`src/rtl/core/assert_macros.svh`:
```
// ----------------------------------------------------------------------------
// Assertion macros
// Shared concurrent assertion forms, clocked on clk and held off during reset.
// ----------------------------------------------------------------------------
`ifndef ASSERT_MACROS_SVH
`define ASSERT_MACROS_SVH

// The property must hold at every clock edge outside reset.
`define MADF_ASSERT(lbl, prop, msg) \
	lbl: assert property (@(posedge clk) disable iff (!arst_n) prop) else $error(msg);

// When pre holds at one edge, post must hold at the next one.
`define MADF_ASSERT_NEXT(lbl, pre, post, msg) \
	lbl: assert property (@(posedge clk) disable iff (!arst_n) (pre) |=> (post)) else $error(msg);

`endif

```
`src/rtl/core/madf_pkg.sv`:
```
// ----------------------------------------------------------------------------
// ADC deadband filter package
// Sizes, register indexes, reset values and the per-channel state record.
// ----------------------------------------------------------------------------
package madf_pkg;

	localparam int NUM_CHANNELS = 8;
	localparam int ADDR_W       = (NUM_CHANNELS > 1) ? $clog2(NUM_CHANNELS) : 1;

	localparam int CH_W       = 4;
	localparam int RAW_W      = 10;
	localparam int TIME_W     = 16;
	localparam int VAL_W      = 8;
	localparam int WIDTH_W    = 7;
	localparam int CFG_IDX_W  = 2;
	localparam int CFG_DATA_W = 16;

	localparam logic [CFG_IDX_W-1:0] REG_WINDOW_WIDTH = 2'd0;
	localparam logic [CFG_IDX_W-1:0] REG_SETTLE_TICKS = 2'd1;

	localparam logic [WIDTH_W-1:0] WINDOW_WIDTH_RST = 7'd6;
	localparam logic [TIME_W-1:0]  SETTLE_TICKS_RST = 16'd200;

	localparam logic [RAW_W:0] ADC_OFFSET  = 11'd16;
	localparam logic [RAW_W:0] SAMPLE_LOW  = 11'd512;
	localparam logic [RAW_W:0] SAMPLE_HIGH = 11'd1024;
	localparam logic [VAL_W-1:0] VAL_MAX   = 8'hFF;

	localparam logic [CH_W-1:0] LAST_CHANNEL = CH_W'(NUM_CHANNELS - 1);

	typedef struct packed {
		logic [VAL_W-1:0]  win_lo;
		logic [VAL_W-1:0]  win_hi;
		logic [VAL_W-1:0]  recent;
		logic [TIME_W-1:0] stamp;
		logic [VAL_W-1:0]  held;
	} entry_t;

	// Bias the converter result and squeeze it into eight bits.
	function automatic logic [VAL_W-1:0] map_sample(input logic [RAW_W-1:0] raw);
		logic [RAW_W:0] biased;
		biased = {1'b0, raw} + ADC_OFFSET;
		if (biased >= SAMPLE_HIGH) begin
			return VAL_MAX;
		end else if (biased <= SAMPLE_LOW) begin
			return '0;
		end else begin
			return biased[VAL_W:1];
		end
	endfunction

endpackage

```
`src/rtl/core/madf_if.sv`:
```
// ----------------------------------------------------------------------------
// ADC deadband filter channels
// Valid/ready interfaces for samples, results and register writes.
// ----------------------------------------------------------------------------
interface madf_sample_if;
	logic                         valid;
	logic                         ready;
	logic [madf_pkg::RAW_W-1:0]   raw_sample;
	logic [madf_pkg::TIME_W-1:0]  time_now;

	modport source (output valid, raw_sample, time_now, input ready);
	modport sink (input valid, raw_sample, time_now, output ready);
endinterface

interface madf_result_if;
	logic                        valid;
	logic                        ready;
	logic [madf_pkg::CH_W-1:0]   channel;
	logic [madf_pkg::VAL_W-1:0]  held_value;
	logic                        changed;
	logic                        scan_wrap;

	modport source (output valid, channel, held_value, changed, scan_wrap, input ready);
	modport sink (input valid, channel, held_value, changed, scan_wrap, output ready);
endinterface

interface madf_cfg_if;
	logic                             valid;
	logic                             ready;
	logic [madf_pkg::CFG_IDX_W-1:0]   index;
	logic [madf_pkg::CFG_DATA_W-1:0]  data;

	modport source (output valid, index, data, input ready);
	modport sink (input valid, index, data, output ready);
endinterface

```
`src/rtl/core/madf_update.sv`:
```
// ----------------------------------------------------------------------------
// ADC deadband filter channel update
// Maps one sample and computes the next window, stamp and held value.
// ----------------------------------------------------------------------------
module madf_update (
	input  logic [madf_pkg::RAW_W-1:0]   raw_sample,
	input  logic [madf_pkg::TIME_W-1:0]  time_now,
	input  logic [madf_pkg::WIDTH_W-1:0] window_width,
	input  logic [madf_pkg::TIME_W-1:0]  settle_ticks,
	input  madf_pkg::entry_t             cur,
	output madf_pkg::entry_t             nxt,
	output logic                         changed
);

	logic [madf_pkg::VAL_W-1:0]  sample;
	logic [madf_pkg::VAL_W-1:0]  w8;
	logic [madf_pkg::VAL_W-1:0]  half;
	logic [madf_pkg::TIME_W-1:0] elapsed;

	assign sample  = madf_pkg::map_sample(raw_sample);
	assign w8      = {1'b0, window_width};
	assign half    = {2'b00, window_width[madf_pkg::WIDTH_W-1:1]};
	// Modulo subtraction keeps the quiet time right across a tick wrap.
	assign elapsed = time_now - cur.stamp;

	always_comb begin
		nxt     = cur;
		changed = 1'b0;
		if (sample < cur.win_lo) begin
			nxt.win_lo = sample;
			changed    = 1'b1;
			if (8'(cur.win_hi - sample) > w8) begin
				nxt.win_hi = 8'(sample + w8);
			end
		end else if (sample > cur.win_hi) begin
			nxt.win_hi = sample;
			changed    = 1'b1;
			if (8'(sample - cur.win_lo) > w8) begin
				nxt.win_lo = 8'(sample - w8);
			end
		end else if (elapsed >= settle_ticks) begin
			// Re-center on the last value, leaving a bound alone where it would wrap.
			nxt.stamp = time_now;
			if (cur.recent >= half) begin
				nxt.win_lo = 8'(cur.recent - half);
			end
			if (cur.recent <= 8'(madf_pkg::VAL_MAX - half)) begin
				nxt.win_hi = 8'(cur.recent + half);
			end
		end
		if (changed) begin
			nxt.stamp  = time_now;
			nxt.recent = sample;
			nxt.held   = sample;
		end
	end

endmodule

```
`src/rtl/core/multichannel_adc_deadband_filter_top.sv`:
```
// ----------------------------------------------------------------------------
// Multichannel ADC deadband filter
// Round-robin hysteresis filter over a per-channel state memory.
// ----------------------------------------------------------------------------
// Usage:
// Samples arrive on the sample channel, one per transfer, for channels
// 0 .. NUM_CHANNELS-1 in turn; the block tracks the scan position itself.
// Each sample yields exactly one transfer on the result channel, carrying the
// channel, its held value, a changed flag and a flag set when the next sample
// belongs to channel zero. Registers are written on the cfg channel, which is
// always ready; write them only while no sample is in flight.
// The result is valid once the update stage advances: the transfer edge reads
// the channel's entry from the state memory, and the advancing edge writes
// the computed update back and loads the output register. One sample per
// cycle is sustained while results are taken. Back-to-back samples of the
// same entry are served by forwarding the write-back data into the next read.
// When the result receiver stalls, the output register holds, the update stage
// fills behind it and sample ready drops; nothing is lost.
// Reset clears the scan position and all entry valid bits, so every channel
// reads as all-zero state until first written; no clearing pass is needed.
// ----------------------------------------------------------------------------
`include "assert_macros.svh"

module multichannel_adc_deadband_filter_top (
	input  logic         clk,
	input  logic         arst_n,
	madf_sample_if.sink  sample,
	madf_result_if.source result,
	madf_cfg_if.sink     cfg
);

	localparam int N  = madf_pkg::NUM_CHANNELS;
	localparam int AW = madf_pkg::ADDR_W;

	// Configuration registers.
	logic [madf_pkg::WIDTH_W-1:0] window_width_q;
	logic [madf_pkg::TIME_W-1:0]  settle_ticks_q;

	// Scan position and state memory.
	logic [madf_pkg::CH_W-1:0] chan_q;
	logic [madf_pkg::CH_W-1:0] chan_cur;
	logic [madf_pkg::CH_W-1:0] chan_next;
	logic [AW-1:0]             rd_addr;
	madf_pkg::entry_t          mem [N];
	logic [N-1:0]              vld_q;

	// Update stage.
	logic                         s1_valid;
	logic [madf_pkg::RAW_W-1:0]   raw_s1;
	logic [madf_pkg::TIME_W-1:0]  now_s1;
	logic [madf_pkg::CH_W-1:0]    chan_s1;
	logic                         wrap_s1;
	madf_pkg::entry_t             rd_s1;
	logic                         rdv_s1;
	logic                         fwd_s1;
	madf_pkg::entry_t             fwd_data_s1;
	madf_pkg::entry_t             cur;
	madf_pkg::entry_t             nxt;
	logic                         changed;
	logic                         s1_adv;
	logic                         accept;
	logic [AW-1:0]                wr_addr;

	// Output register.
	logic                        out_valid_q;
	logic [madf_pkg::CH_W-1:0]   out_chan_q;
	logic [madf_pkg::VAL_W-1:0]  out_held_q;
	logic                        out_changed_q;
	logic                        out_wrap_q;

	assign chan_cur  = (chan_q > madf_pkg::LAST_CHANNEL) ? '0 : chan_q;
	assign chan_next = (chan_cur == madf_pkg::LAST_CHANNEL) ? '0 : chan_cur + 1'b1;
	assign rd_addr   = chan_cur[AW-1:0];
	assign wr_addr   = chan_s1[AW-1:0];

	assign s1_adv       = s1_valid && (!out_valid_q || result.ready);
	assign sample.ready = !s1_valid || s1_adv;
	assign accept       = sample.valid && sample.ready;

	// A never-written entry reads as zero; a same-entry write in the read
	// cycle takes precedence over the memory contents.
	always_comb begin
		if (fwd_s1) begin
			cur = fwd_data_s1;
		end else if (rdv_s1) begin
			cur = rd_s1;
		end else begin
			cur = '0;
		end
	end

	madf_update u_update (
		.raw_sample   (raw_s1),
		.time_now     (now_s1),
		.window_width (window_width_q),
		.settle_ticks (settle_ticks_q),
		.cur          (cur),
		.nxt          (nxt),
		.changed      (changed)
	);

	always_ff @(posedge clk) begin
		if (s1_adv) begin
			mem[wr_addr] <= nxt;
		end
		if (accept) begin
			rd_s1 <= mem[rd_addr];
		end
	end

	always_ff @(posedge clk) begin
		if (accept) begin
			raw_s1      <= sample.raw_sample;
			now_s1      <= sample.time_now;
			chan_s1     <= chan_cur;
			wrap_s1     <= (chan_next == '0);
			fwd_data_s1 <= nxt;
		end
		if (s1_adv) begin
			out_chan_q    <= chan_s1;
			out_held_q    <= nxt.held;
			out_changed_q <= changed;
			out_wrap_q    <= wrap_s1;
		end
	end

	always_ff @(posedge clk or negedge arst_n) begin
		if (!arst_n) begin
			chan_q      <= '0;
			vld_q       <= '0;
			s1_valid    <= 1'b0;
			rdv_s1      <= 1'b0;
			fwd_s1      <= 1'b0;
			out_valid_q <= 1'b0;
		end else begin
			if (s1_adv) begin
				vld_q[wr_addr] <= 1'b1;
			end
			if (accept) begin
				chan_q   <= chan_next;
				s1_valid <= 1'b1;
				rdv_s1   <= vld_q[rd_addr];
				fwd_s1   <= s1_adv && (wr_addr == rd_addr);
			end else if (s1_adv) begin
				s1_valid <= 1'b0;
			end
			if (s1_adv) begin
				out_valid_q <= 1'b1;
			end else if (result.ready) begin
				out_valid_q <= 1'b0;
			end
		end
	end

	assign cfg.ready = 1'b1;

	always_ff @(posedge clk or negedge arst_n) begin
		if (!arst_n) begin
			window_width_q <= madf_pkg::WINDOW_WIDTH_RST;
			settle_ticks_q <= madf_pkg::SETTLE_TICKS_RST;
		end else if (cfg.valid) begin
			unique case (cfg.index)
				madf_pkg::REG_WINDOW_WIDTH: window_width_q <= cfg.data[madf_pkg::WIDTH_W-1:0];
				madf_pkg::REG_SETTLE_TICKS: settle_ticks_q <= cfg.data;
				default: ;
			endcase
		end
	end

	assign result.valid      = out_valid_q;
	assign result.channel    = out_chan_q;
	assign result.held_value = out_held_q;
	assign result.changed    = out_changed_q;
	assign result.scan_wrap  = out_wrap_q;

	`MADF_ASSERT(a_chan_range, chan_q <= madf_pkg::LAST_CHANNEL, "scan position out of range")
	`MADF_ASSERT_NEXT(a_accept_fills_s1, accept, s1_valid, "accepted sample missing from update stage")
	`MADF_ASSERT(a_wrap_matches, out_valid_q |-> (out_wrap_q == (out_chan_q == madf_pkg::LAST_CHANNEL)), "scan wrap flag disagrees with channel")
	`MADF_ASSERT(a_changed_stores, (s1_valid && changed) |-> (nxt.held == nxt.recent && nxt.stamp == now_s1), "changed sample not stored")

endmodule
```
`src/flat_wrapper.sv`:
```
// flat-port wrapper written by rule: the top's interface ports become plain ports
module multichannel_adc_deadband_filter_top_flat 
  (clk, arst_n, sample_valid, sample_raw_sample, sample_time_now, sample_ready, result_valid, result_channel, result_held_value, result_changed, result_scan_wrap, result_ready, cfg_valid, cfg_index, cfg_data, cfg_ready);
  madf_sample_if sample_i ();
  madf_result_if result_i ();
  madf_cfg_if cfg_i ();
  input  logic clk;
  input  logic arst_n;
  input wire logic [$bits(sample_i.valid)-1:0] sample_valid;
  input wire logic [$bits(sample_i.raw_sample)-1:0] sample_raw_sample;
  input wire logic [$bits(sample_i.time_now)-1:0] sample_time_now;
  output wire logic [$bits(sample_i.ready)-1:0] sample_ready;
  output wire logic [$bits(result_i.valid)-1:0] result_valid;
  output wire logic [$bits(result_i.channel)-1:0] result_channel;
  output wire logic [$bits(result_i.held_value)-1:0] result_held_value;
  output wire logic [$bits(result_i.changed)-1:0] result_changed;
  output wire logic [$bits(result_i.scan_wrap)-1:0] result_scan_wrap;
  input wire logic [$bits(result_i.ready)-1:0] result_ready;
  input wire logic [$bits(cfg_i.valid)-1:0] cfg_valid;
  input wire logic [$bits(cfg_i.index)-1:0] cfg_index;
  input wire logic [$bits(cfg_i.data)-1:0] cfg_data;
  output wire logic [$bits(cfg_i.ready)-1:0] cfg_ready;
  assign sample_i.valid = sample_valid;
  assign sample_i.raw_sample = sample_raw_sample;
  assign sample_i.time_now = sample_time_now;
  assign sample_ready = sample_i.ready;
  assign result_valid = result_i.valid;
  assign result_channel = result_i.channel;
  assign result_held_value = result_i.held_value;
  assign result_changed = result_i.changed;
  assign result_scan_wrap = result_i.scan_wrap;
  assign result_i.ready = result_ready;
  assign cfg_i.valid = cfg_valid;
  assign cfg_i.index = cfg_index;
  assign cfg_i.data = cfg_data;
  assign cfg_ready = cfg_i.ready;
  multichannel_adc_deadband_filter_top u_core (.clk(clk), .arst_n(arst_n), .sample(sample_i), .result(result_i), .cfg(cfg_i));
endmodule
```
`config.mk`:
```
export PLATFORM = sky130hd
export DESIGN_NAME = multichannel_adc_deadband_filter_top_flat
export DESIGN_NICKNAME = d
export VERILOG_FILES = /design/src/rtl/core/madf_pkg.sv /design/src/rtl/core/madf_if.sv /design/src/rtl/core/madf_update.sv /design/src/rtl/core/multichannel_adc_deadband_filter_top.sv /design/src/flat_wrapper.sv
export VERILOG_INCLUDE_DIRS = /design/src /design/src/rtl/core
export SDC_FILE = /design/constraint.sdc
export NUM_CORES = 1
export LEC_CHECK = 0
export ABC_CLOCK_PERIOD_IN_PS = 6400
export BUFFER_PORTS_ARGS = -buffer_cell sky130_fd_sc_hd__buf_4
export CORE_UTILIZATION = 56
export CTS_CLUSTER_DIAMETER = 30
export DETAILED_ROUTE_END_ITERATION = 8
export HOLD_SLACK_MARGIN = 0.1
export PLACE_DENSITY = 0.73
export SLEW_MARGIN = 20
export SYNTH_ARGS = -nofsm -noshare
export SYNTH_HDL_FRONTEND = slang
export SYNTH_SLANG_ARGS = --single-unit
```
`constraint.sdc`:
```
create_clock -name clk -period 6.4 [get_ports clk]
set_input_delay 0.64 -clock clk [delete_from_list [all_inputs] [get_ports clk]]
set_output_delay 0.64 -clock clk [all_outputs]
set_load 0.02 [all_outputs]
```
== After elaboration in Yosys (flattened, before gate mapping) ==
Memory sizes are Yosys's and may differ from the RTL's. A register that Yosys moved wholly into a read port is not among the register bits.
Cells that the tools add are included.
Word-level totals
  logic and storage cells: 92
  memories kept: 1
  bits of input ports: 49
  output and inout port bits: 17
  RAM bits: 384
  bits in registers: 132
Operators by class
  order comparisons: 13
  muxes and demuxes: 29
  reductions and logical operators: 14
  equal/unequal tests: 3
  $add $sub $neg: 10
  bitwise logic cells: 1
Memories
  u_core.mem: depth 8, bits a word 48, rd ports 1, clocked after memory_dff 1, write ports 1, RTL line multichannel_adc_deadband_filter_top.sv:44  | madf_pkg::entry_t mem [N];
Operator list (count)
  16-bit 2-to-1 mux: 6
  48-bit 2-to-1 mux: 2
  8-bit 2-to-1 mux: 6
  32-bit 2-to-1 mux: 1
  16-bit greater-or-equal comparator: 1
  8-bit by 7-bit greater-than comparator with 1-bit output: 2
  16-bit subtractor: 1
  8-bit subtractor: 2
  10-bit by 5-bit adder with 11-bit output, second input constant: 1
  11-bit greater-or-equal comparator, second input constant: 1
  11-bit by 10-bit less-or-equal comparator with 1-bit output, second input constant: 1
  1-bit 2-to-1 mux: 10
  8-bit by 6-bit adder with 8-bit output: 1
  8-bit by 7-bit adder with 8-bit output: 1
  8-bit by 6-bit greater-or-equal comparator with 1-bit output: 1
  8-bit greater-than comparator: 1
  8-bit less-or-equal comparator: 1
  3-bit by 4-bit < comparator with 1-bit output, second input constant: 2
  8-bit < comparator: 1
  4-bit 2-to-1 mux: 2
  8-bit OR: 1
  1-bit by 7-bit subtractor with 8-bit output, first input constant: 1
  8-bit by 6-bit subtractor with 8-bit output: 1
  8-bit by 7-bit subtractor with 8-bit output: 1
  other kinds (15): 22

== Logic depth before layout (Yosys ltp) ==
  depth in word-level cells: 9
  depth in mapped cells: 26
  mapped depth without buffers: 23

== Cells and area by module ==
A second synthesis with hierarchy kept.
Second synthesis, totals
  cells, all modules: 1520
  area total of the unflattened synthesis: 25370.6 um^2
Modules (own cells, without submodules)
  multichannel_adc_deadband_filter_top: area each 20806.2 um^2, seq. area each 16747.3 um^2, cells an instance 897, instances 1
  madf_update: area each 4564.4 um^2, seq. area each 0.0 um^2, cells an instance 623, instances 1

== Worst setup path after synthesis ==
OpenSTA, ideal clock, no wires.
  kind: in2reg
  from: input port result_ready
  to: register u_core.vld_q[0]
  arrival time: 5981 ps
  path slack: 326 ps
  stages on the path: 4
  path through: nand2b_1 > nand2_1 > nor4_1 > or2_2
Between the ends
  longest elaborated chain between the ends: 2
RTL lines
  start: declaration: RTL line flat_wrapper.sv:18  | input wire logic [$bits(result_i.ready)-1:0] result_ready;
  1-bit logical OR: RTL line multichannel_adc_deadband_filter_top.sv:76  | assign s1_adv = s1_valid && (!out_valid_q || result.ready);
  1-bit logical AND: RTL line multichannel_adc_deadband_filter_top.sv:76
  end signal: assignment: RTL line multichannel_adc_deadband_filter_top.sv:130  | vld_q <= '0;
  end signal: indexed assignment: RTL line multichannel_adc_deadband_filter_top.sv:137  | vld_q[wr_addr] <= 1'b1;
  end: declaration: RTL line multichannel_adc_deadband_filter_top.sv:45  | logic [N-1:0] vld_q;
Every way passes these cells.
A chain may end at the register's enable or synchronous reset.

==> impl_summary.md <==
Floorplan
Pin placement for this block handled 66 I/O pins. The core area is 44200 µm². The horizontal die dimension is 214 µm. The starting density of the core is 0.567. The die boundary height is 214 µm. The total die area is 45700 µm². The floorplan row count is 77.

Yosys
The share of the Yosys chip area taken by registers is 0.667. The number of enable flip-flop cells after synthesis is 525. The synthesized design contains 564 register bits. After synthesis, the share of flip-flops with an asynchronous set or reset is 0.0691.

The share of synthesized area in the top cell type comes to 0.628. The post-synthesis cell area is 25100 µm². For this run, the leading register cell type out of synthesis is edfxtp_1. By area the synthesized netlist is led by edfxtp_1, ha_1, mux4_2, dfrtp_1, mux2i_1. Synthesis produced a netlist whose cell count is 1617. The leading area contributor after synthesis is edfxtp_1. The Yosys step of the flow raised 0 warnings. A synthesized cell averages 15.5 µm². By count the netlist is led by edfxtp_1, ha_1, mux2i_1, inv_1. Counting every net in the synthesized netlist gives 1763. In this run, distinct cell masters in the synthesized netlist total 79. The most numerous cell in the Yosys netlist is edfxtp_1.

Placement
The cell area after placement is 26300 µm². The total of buffers placed on input and output ports is 64. The HPWL after detailed placement is 35300 µm. The last weighted congestion value of the routability-driven placer is 0.956.

The worst setup slack before clock tree synthesis is 601 ps.

Power and ir drop
In this run the power density over the cells is 575 nW/µm². Summed over all cells, the static leakage comes to 0.0110 µW. Power comes to 17100 µW. The worst-case IR drop observed on VDD is 0.347 mV.

Drt
In this run, the number of DRC markers left after iteration 0 of detailed routing was 1558. Dividing the detail-routed wire length by the instance count gives 25.4 µm. In the routed layout, each cell is associated on average with a via count of 6.29. The number of nets with antenna violations after routing is 0. The final route contains 15131 vias. For this run, design rule violations remaining after detail routing come to 0. The first TritonRoute pass finished after 8 iterations. The routed design has 61000 µm of wire.

Min path
The path class of the lowest-slack min-delay path is in2reg.

Run status
The flow ran to the end, and the final reports show no timing, DRC or antenna violations.

Cells and area
In the final layout, the share of cells above drive strength 1 is 0.207. Relative to the synthesized area, the layout overhead comes to 18.3%. The number of inserted filler cells in the final layout is 2920. The number of nets in the layout is 1876.

0 antenna diodes ended up in the layout. In the final layout, the multi-input gates occupy 7810 µm². The sequential cells in the finished layout cover a total of 16800 µm².

The post-route cell area is 29700 µm². The final standard cell utilization of the core is 0.671.

CTS
At the later pin of the worst-skew pair, clock insertion delay measures 640 ps. TritonCTS built the clock tree. The tree is rooted in a clkbuf_16. The buffers inserted during post-CTS setup optimization is 0.

The clock-pin slew reported for the worst setup and hold paths after clock tree synthesis is 50 ps. The total clock buffers created by CTS is 97. The clock sink count is 564. The maximum clock path buffer count is 3. The H-tree depth reported by CTS is 3.

Timing
The minimum clock period is 5920 ps. At the pin with the least slew margin, the transition time is 1080 ps. The normalized max-slew margin is 0.277.

The final cycle utilization of the critical path is 0.925. Summed over all failing endpoints, the final setup total negative slack is 0 ps. The number of hold violations in the final report came to 0.

The final worst-path setup slack is 479 ps. The clock arrives with 21.5 ps of skew. Setup repair after global routing left no endpoint under its margin. Based on the critical path, the design can be clocked at up to 169 MHz. Setup violations remaining at the end of the flow were counted as 0. The number of pins exceeding their max-slew limit in the final report is 0.

Worst setup path
The sort of element at the start of the critical path is a flip-flop. The worst setup path is captured at a flip-flop. The data arrival time of the worst path is 6240 ps. STA puts the critical path data required time at 6720 ps. Of all nets on the critical path, the largest fanout is 18. The critical path is of the reg2reg type.

Global routing
The overflow left after global routing is 0. The first global-routing pass estimated 90500 µm of wire. For this run, the total global-route usage over all layers was measured as 0.273. The initial antenna violation count came to 0. Entering global routing, the biggest net connects 83 pins. The via count of the first global-routing pass came to 15151.

Run
The max-capacitance violation count is 0.
-- state kept, by name (all words and copies together), names as in the netlist --
name                      flops
u_core.result.valid           1
u_core.rd_s1                 48
u_core.s1_valid               1
u_core.result.channel         4
u_core.result.held_value      8
u_core.settle_ticks_q        16
u_core.result.scan_wrap       1
u_core.window_width_q         7
u_core.result.changed         1
u_core.fwd_data_s1           48
u_core.vld_q                  8
u_core.mem                  384
u_core.chan_q                 4
u_core.wrap_s1                1
u_core.chan_s1                4
u_core.rdv_s1                 1
u_core.now_s1                16
u_core.raw_s1                10
u_core.fwd_s1                 1
-- worst max-delay path, stage by stage, from the launching register on --
cell and delay (ps):
dfrtp_2 540, nor2b_4 280, a22o_1 190, ha_1 170
inv_1 50, fa_1 400, a21o_1 170, a21oi_1 230
o21bai_1 120, a211o_1 320, nand3_1 100, and4b_1 210
xnor2_1 120, ha_1 250, and4_1 220, a21oi_1 190
nand3_1 100, o221ai_1 350, o22ai_1 170, o21ai_1 400
o21a_4 260, nand2_1 70, o211ai_1 700
-- area by class of cell --
type | instances | area share
Timing Repair Buffer | 95 | 0.0245
Clock inverter | 67 | 0.0271
Multi-Input combinational cell | 897 | 0.263
Inverter | 75 | 0.00957
Tap cell | 592 | 0.0249
Clock buffer | 116 | 0.0866
Sequential cell | 564 | 0.564
-- what timing repair did --
item,in CTS,in global routing
hold buffers,1,0
endpoints found under the hold margin,34,0
gates resized for setup,0,0
-- kinds of logic (layout without fill, tap and decap cells) --
logic type      Yosys count  count (layout)  share of synthesized area
other cells               2               2                   0.000299
simple gates            230             230                     0.0463
fa+ha+maj               100             100                     0.0517
buf+inv                 156             353                     0.0247
xor+xnor                 48              48                     0.0168
compound gates          371             371                      0.109
flops                   564             564                      0.667
mux                     146             146                     0.0837
-- path summary, 6_finish.rpt --
| path | cells past startpoint | from | end | slack [ps] |
|---|---|---|---|---|
| max in group asynchronous | 2 | arst_n | u_core.chan_q[2] | 5380 |
| hold reg to reg | 0 | u_core.chan_s1[3] | u_core.result.channel[3] | 430 |
| setup reg to reg | 22 | u_core.fwd_s1 | u_core.fwd_data_s1[45] | 480 |
| min in group asynchronous | 2 | arst_n | u_core.settle_ticks_q[10] | 550 |
| hold / removal | 1 | sample_time_now[14] | u_core.now_s1[14] | 180 |
| setup / recovery | 22 | u_core.fwd_s1 | u_core.fwd_data_s1[45] | 480 |
-- cell usage in the layout (no fill, tap or decap), types with 27 or more instances in the layout --
master	instances
a211oi_1	52
a21o_1	57
a21oi_1	41
a221oi_1	58
a22oi_1	27
buf_4	93
clkbuf_16	99
dfrtp_1	31
edfxtp_1	525
ha_1	90
inv_1	73
mux2i_1	76
mux4_2	49
nand2_1	52
nor2_1	57
o21ai_0	42
xnor2_1	31
-- per-layer routing --
metal  up-vias  share of wire  track usage
li1       6655              -            -
met1      7643           0.41        0.373
met2       721           0.49        0.447
met3       112          0.078       0.0458
met4         0          0.022       0.0931
met5         -              0            0
-- report_power, final --
group          switching (µW)  internal, µW
Combinational            3790          2200
Clock                    1830          3380
Sequential                316          5580
Total                    5930         11200
-- per-stage QoR --
step                      hold WS [ps]  cells
after floorplan                    344   1617
after global placement             407   2222
after detailed placement           420   2222
after CTS                          152   2406
after global routing               159   2406
final                              176   2406
Note: power is estimated with default switching activity, not from simulation.
